**config.mk**
```make
export PLATFORM = sky130hd
export DESIGN_NAME = exyz_cordic
export DESIGN_NICKNAME = d
export VERILOG_FILES = /design/src/hdl/exyz_pkg.sv /design/src/hdl/exyz_cordic.sv
export SDC_FILE = /design/constraint.sdc
export NUM_CORES = 2
export LEC_CHECK = 0
export ABC_AREA = 1
export ABC_CLOCK_PERIOD_IN_PS = 7400
export CAP_MARGIN = 20
export CORE_UTILIZATION = 45
export CTS_BUF_LIST = sky130_fd_sc_hd__clkbuf_2
export DETAILED_ROUTE_END_ITERATION = 6
export DONT_BUFFER_PORTS = 1
export HOLD_SLACK_MARGIN = 0.02
export PLACE_DENSITY_LB_ADDON = 0.2
export SYNTH_ARGS = -nofsm -noshare
export SYNTH_HDL_FRONTEND = slang
export SYNTH_SLANG_ARGS = --single-unit
```
**constraint.sdc**
```tcl
create_clock -name clk_i -period 7.4 [get_ports clk_i]
set_input_delay 1.85 -clock clk_i [delete_from_list [all_inputs] [get_ports clk_i]]
set_output_delay 1.85 -clock clk_i [all_outputs]
set_load 0.02 [all_outputs]
```
**src/hdl/exyz_pkg.sv**
```systemverilog
// Package for the Euler XYZ rotation matrix block: formats, CORDIC constants,
// arctangent table and opcode codes. No dependencies.
`default_nettype none
package exyz_pkg;

  localparam int CordicStepsDef = 16;
  localparam int AtanCount      = 24;
  localparam int ZW             = 34;  // angle in Q.28, |z| < 2^32
  localparam int XW             = 31;  // vector in Q.28, |x|,|y| < 2^29
  localparam logic signed [ZW-1:0] Q28Pi     = ZW'(843314856);
  localparam logic signed [ZW-1:0] Q28HalfPi = ZW'(421657428);
  localparam logic signed [XW-1:0] CordicGain = XW'(163008218);
  localparam logic signed [17:0]   OneQ14    = 18'sd16384;

  typedef enum logic [1:0] {
    OP_ROT    = 2'd0,
    OP_DALPHA = 2'd1,
    OP_DBETA  = 2'd2,
    OP_DGAMMA = 2'd3
  } op_e;

  function automatic logic signed [ZW-1:0] atan_q28(input int i);
    logic signed [ZW-1:0] r;
    case (i)
      0: r = ZW'(210828714);
      1: r = ZW'(124459457);
      2: r = ZW'(65760959);
      3: r = ZW'(33381290);
      4: r = ZW'(16755422);
      5: r = ZW'(8385879);
      6: r = ZW'(4193963);
      7: r = ZW'(2097109);
      8: r = ZW'(1048571);
      9: r = ZW'(524287);
      default: r = (i < AtanCount) ? (ZW'(1) <<< (28 - i)) : '0;
    endcase
    return r;
  endfunction

  // round Q.28 to Q1.14 (round half up) and clamp to +-1.0
  function automatic logic signed [15:0] round_q14(input logic signed [XW-1:0] v);
    logic signed [XW:0] t;
    logic signed [XW-14:0] s;
    logic signed [15:0] r;
    t = $signed({v[XW-1], v}) + (XW+1)'(8192);
    s = t[XW:14];
    if (s > 16384) r = 16'sd16384;
    else if (s < -16384) r = -16'sd16384;
    else r = s[15:0];
    return r;
  endfunction

endpackage
`default_nettype wire

```
**src/hdl/exyz_cordic.sv**
```systemverilog
// Pipelined rotation-mode CORDIC: one item per cycle while en_i is high, one register per step.
// Depends on exyz_pkg.
`default_nettype none
module exyz_cordic import exyz_pkg::*; #(
  parameter int CordicSteps = CordicStepsDef
) (
  input  wire logic               clk_i,
  input  wire logic               en_i,
  input  wire logic signed [15:0] ang_i,
  output logic signed [15:0]      sin_o,
  output logic signed [15:0]      cos_o
);
  localparam int N = (CordicSteps < AtanCount) ? CordicSteps : AtanCount;

  logic signed [ZW-1:0] z_q [N+1];
  logic signed [XW-1:0] x_q [N+1];
  logic signed [XW-1:0] y_q [N+1];
  logic                 f_q [N+1];
  logic signed [ZW-1:0] z0;
  logic                 f0;

  always_comb begin
    z0 = ZW'(ang_i) <<< 15;
    f0 = 1'b0;
    if (z0 > Q28HalfPi) begin
      z0 = z0 - Q28Pi;
      f0 = 1'b1;
    end else if (z0 < -Q28HalfPi) begin
      z0 = z0 + Q28Pi;
      f0 = 1'b1;
    end
  end

  always_ff @(posedge clk_i) begin
    if (en_i) begin
      z_q[0] <= z0;
      x_q[0] <= CordicGain;
      y_q[0] <= '0;
      f_q[0] <= f0;
    end
  end

  for (genvar i = 0; i < N; i++) begin : g_step
    always_ff @(posedge clk_i) begin
      if (en_i) begin
        f_q[i+1] <= f_q[i];
        if (!z_q[i][ZW-1]) begin
          x_q[i+1] <= x_q[i] - (y_q[i] >>> i);
          y_q[i+1] <= y_q[i] + (x_q[i] >>> i);
          z_q[i+1] <= z_q[i] - atan_q28(i);
        end else begin
          x_q[i+1] <= x_q[i] + (y_q[i] >>> i);
          y_q[i+1] <= y_q[i] - (x_q[i] >>> i);
          z_q[i+1] <= z_q[i] + atan_q28(i);
        end
      end
    end
  end

  always_ff @(posedge clk_i) begin
    if (en_i) begin
      sin_o <= round_q14(f_q[N] ? -y_q[N] : y_q[N]);
      cos_o <= round_q14(f_q[N] ? -x_q[N] : x_q[N]);
    end
  end
endmodule
`default_nettype wire

```
# == Word level (Yosys, flattened, before mapping) ==
# Memory sizes are Yosys's and may differ from the RTL's.
# Index checks and enable logic that the tools add are counted.
# classes
bitwise,48
add_sub_neg,101
mux,154
reduce_logical,2
n_lt_le_gt_ge,6
# ops
op,n
31-bit 2-to-1 mux,34
34-bit 2-to-1 mux,18
1-bit 2-to-1 mux,100
34-bit by 20-bit adder with 34-bit output (second input constant),2
34-bit by 20-bit subtractor with 34-bit output (second input constant),2
31-bit by 15-bit adder with 32-bit output (second input constant),2
31-bit by 16-bit adder with 31-bit output,2
31-bit by 17-bit adder with 31-bit output,2
31-bit by 18-bit adder with 31-bit output,2
31-bit by 19-bit adder with 31-bit output,2
31-bit by 20-bit adder with 31-bit output,2
31-bit by 21-bit adder with 31-bit output,2
31-bit by 22-bit adder with 31-bit output,2
31-bit by 23-bit adder with 31-bit output,2
31-bit by 24-bit adder with 31-bit output,2
31-bit by 25-bit adder with 31-bit output,2
31-bit by 26-bit adder with 31-bit output,2
31-bit by 27-bit adder with 31-bit output,2
31-bit by 28-bit adder with 31-bit output,2
31-bit by 29-bit adder with 31-bit output,2
31-bit by 30-bit adder with 31-bit output,2
31-bit negator,2
31-bit by 16-bit subtractor with 31-bit output,2
31-bit by 17-bit subtractor with 31-bit output,2
52 further kinds,117
# totals
ram_bits,1649
regBits,32
inputBits,18
word_cells,319
out_inout_bits,32
memories,4
# memory_table
memory,words,width,read_ports,rd_ports_with_merged_regs,write_ports,line_no,source
z_q,17,34,16,0,17,exyz_cordic.sv:15,logic signed [ZW-1:0] z_q [N+1];
x_q,17,31,17,0,17,exyz_cordic.sv:16,logic signed [XW-1:0] x_q [N+1];
y_q,17,31,17,0,17,exyz_cordic.sv:17,logic signed [XW-1:0] y_q [N+1];
f_q,17,1,17,0,17,exyz_cordic.sv:18,logic f_q [N+1];

# == Logic depth before layout (Yosys ltp) ==
# logic_depth
depth_word,5
ltp_mapped,28
depth_no_buf,28

# == Worst setup path after synthesis ==
# Ideal clock, no wire load.
# synth_path
kind,in2reg
from,in en_i
to,mem z_q[6][27] (data pin)
setup_ns,0.258
t_required_ns,7.142
arrival_time_ns,5.623
cell_stages,17
path_buffers,3
slack_ns,1.518
cell_sequence,buf_2 -> clkbuf_1 -> nand2_1 -> inv_1 -> buf_1 -> ha_1 -> inv_1 -> fa_1 -> o21ai_1 -> a21boi_0 -> o21ai_1 -> a21oi_1 -> o21ai_0 -> a21boi_0 -> o21ai_0 -> a21oi_1 -> xnor2_1
# synth_rtl
element,line_no,source
start: declaration,exyz_cordic.sv:8,"input wire logic en_i,"
end: declaration,exyz_cordic.sv:15,

==> flow_metrics.py <==
metrics = {
    "timing": {
        "slew_viol_final": 36,
        "relSlewSlack_pct": -0.428,
        "timing.final.ws_setup_ns": 1.00,
        "period_needed_ns": 6.40,
        "finalCritPeriodShare_pct": 86.5,
        "fmax_mhz": 156,
        "hold_violations": 0,
        "hold_ws_ns": 0.341,
        "rsz0062_at_grt": "false",
        "setup_viol": 0,
        "fin_worst_skew_ns": 0.218,
        "fin_setup_tns_ns": 0,
        "tightest_slew_ns": 1.51,
    },
    "critical_path": {
        "worstSetupStartpointType": "primary input",
        "cpMaxStageDelayCell": "buf_16",
        "path_max_fanout": 249,
        "r2r_start": "y_q[10][10]",
        "cp_common_cell": "nand2_1",
        "worstPathCellList": "buf_16, buf_16, buf_16, buf_16, nand2_1, inv_1, buf_12, nor2_1, xnor2_1, ha_1, a21oi_1, nand2_1, a21oi_1, o21ai_1, a21boi_0, o21ai_0, nand2_1, nor2_1, nor3_1, o21ai_1, nand2_1, nand2_1, nand2_1, nand2_1",
        "crit_path_start": "en_i",
        "crit_type": "in -> reg",
        "crit_buf_inv": 6,
        "worst_path_largest_cell_delay_ns": 0.76,
        "cp.required_ns": 9.01,
        "crit_arrival_ns": 8.00,
        "crit_family": "buffers and inverters",
        "endpoint_kind": "flop",
    },
    "synth": {
        "yosysTopAreaCellShare_pct": 35.0,
        "synth_cells": 14200,
        "syn_avg_cell_area_um2": 8.29,
        "async_reset_ff_share_pct": 0,
        "synth.ff_latch_count": 1371,
        "yosys.area.top_type": "edfxtp_1",
        "yosysUniqueCellTypes": 74,
        "yosys-top-cells-area": "edfxtp_1, ha_1, xor2_1, nand2_1, a21oi_1",
        "yosysWarnings": 0,
        "ys_seq_area_share_pct": 35.0,
        "synth_ff_type": "edfxtp_1",
        "netlist_area_um2": 118000,
        "synth_fp_nets": 15500,
        "synth-edff-count": 1371,
    },
    "grt": {
        "overflow": 0,
        "antenna_found_initial": 4,
        "first_global_vias": 93000,
        "grt_max_degree": 288,
        "grt_pass1_wl_um": 484000,
        "grtUsageTotal_pct": 22.4,
    },
    "status": {
        "status": "finished, violations left",
        "violations": "slew limit",
    },
    "floorplan": {
        "io_pins": 50,
        "core-area_um2": 260000,
        "fp.dieW_um": 513,
        "start_util_pct": 45.3,
        "dieArea_um2": 263000,
        "fp-row-count": 187,
        "die_h_um": 513,
    },
    "routing": {
        "viasPerCell": 5.21,
        "drt_wl_total_um": 299000,
        "vias": 97100,
        "ant_nets": 0,
        "first_iter_violations": 6161,
        "wl_per_cell_um": 16.0,
        "drtPass1Iterations": 6,
        "drcViolationCount": 0,
    },
    "clock_network": {
        "cts_resized": 0,
        "clk_pin_slew_ns": 0.10,
        "cts_max_level": 5,
        "numCtsBuffers": 372,
        "ctsHoldBuffers": 15,
        "clockBufferDepth": 4,
        "post-cts-setup-buffers": 0,
        "clock_latency_ns": 1.85,
        "root_buffer": "clkbuf_2",
        "cts_sinks": 1371,
        "cts_tree": "done",
    },
    "layout": {
        "drive_gt1_share_pct": 8.11,
        "nets": 16300,
        "area_growth_pct": 10.0,
    },
    "place": {
        "port_buffers": 0,
        "place_ws_ns": -0.939,
        "place_congestion": 0.922,
        "hpwlAfterDp_um": 240000,
    },
    "min_path": {
        "min_path_type": "in -> reg",
        "hp-start": "ang_i[15]",
    },
    "run": {
        "drv_cap": 0,
    },
}
-- per-layer routing --
| metal | GRT usage, % | share of wire, % |
|---|---|---|
| met1 | 30.1 | 47 |
| met2 | 38.0 | 46 |
| met3 | 2.77 | 4.6 |
| met4 | 5.35 | 2.1 |
| met5 | 0 | 0.0043 |
-- cells in the mapped netlist (10+ instances only) --
library cell	count
o21ai_0	609
o211ai_1	44
o21ai_1	102
o21a_1	85
nand4_1	132
nor4_1	59
edfxtp_1	1371
ha_1	1265
a21oi_1	1418
nand2_1	2554
a221oi_1	43
a31oi_1	261
nor3_1	271
nand3_1	378
o21bai_1	50
inv_1	1872
a21boi_0	126
xnor2_1	590
and2_1	19
nand2_2	17
buf_1	10
a21o_1	78
o22ai_1	14
xor2_1	1137
nor2_2	24
a211oi_1	25
o41ai_1	10
nor2_1	1148
nand3b_1	24
clkbuf_1	115
fa_1	40
o31ai_1	117
or2_2	34
-- kinds of logic after synthesis --
family | Yosys count | synth area share, %
AOI/OAI and AO/OA | 3048 | 14.8
DFF | 1371 | 35.0
buffers and inverters | 2021 | 6.48
and+or+nand+nor | 4696 | 16.6
muxes | 5 | 0.0426
adders and majority gates | 1305 | 14.1
xor gates and xnor gates | 1733 | 13.0
-- flip-flops by register name (all words and copies together), names as in the netlist --
| name | flops |
|---|---|
| f_q | 16 |
| z_q | 416 |
| y_q | 465 |
| sin_o | 16 |
| cos_o | 16 |
| x_q | 442 |
-- final cells by class --
type,instances,area [µm²]
inverter,1886,7080
fill,25600,130000
clock buffer,500,2500
timing repair buffer,552,4420
sequential,1371,41200
antenna,8,20.0
multi-input combinational,10800,68800
tap,3402,4260
clock inverter,148,1080
-- worst reg2reg max path: cells and delay by family (launching register included) --
kind	cells	cell delay [ns]
buffers and inverters	5	0.53
AOI/OAI and AO/OA	5	1.55
and+or+nand+nor	9	1.55
adders and majority gates	1	0.41
DFF	1	0.52
xor gates and xnor gates	1	0.18
-- worst paths after layout --
check | slack, ns | cells past startpoint | endpoint
max reg2reg | 2.40 | 21 | x_q[11][27]
max | 1.00 | 24 | y_q[16][30]
min | 0.34 | 2 | z_q[0][29]
min reg2reg | 0.40 | 0 | z_q[13][14]
-- metrics by stage --
step	instance area, µm²	util (%)	instances
CTS	129000	49.8	18600
floorplan	118000	-	14200
detailed placement	125000	48.3	18000
global route	129000	49.8	18700
finish	129000	49.8	18700
global placement	125000	48.3	18000
-- layout by cell type, fill, tap and decap left out, types with 34 or more instances in the layout --
| cell type | n |
|---|---|
| a21boi_0 | 126 |
| a21o_1 | 78 |
| a21oi_1 | 1418 |
| a221oi_1 | 43 |
| a31oi_1 | 261 |
| buf_4 | 524 |
| clkbuf_2 | 500 |
| clkinv_1 | 93 |
| edfxtp_1 | 1371 |
| fa_1 | 40 |
| ha_1 | 1265 |
| inv_1 | 1871 |
| nand2_1 | 2543 |
| nand3_1 | 378 |
| nand4_1 | 132 |
| nor2_1 | 1148 |
| nor3_1 | 271 |
| nor4_1 | 59 |
| o211ai_1 | 44 |
| o21a_1 | 85 |
| o21ai_0 | 609 |
| o21ai_1 | 102 |
| o21bai_1 | 50 |
| o31ai_1 | 117 |
| or2_2 | 34 |
| xnor2_1 | 590 |
| xor2_1 | 1137 |
Power is not shown: default switching activity piles up to over one toggle a cycle in this logic, so the estimate is an artifact.
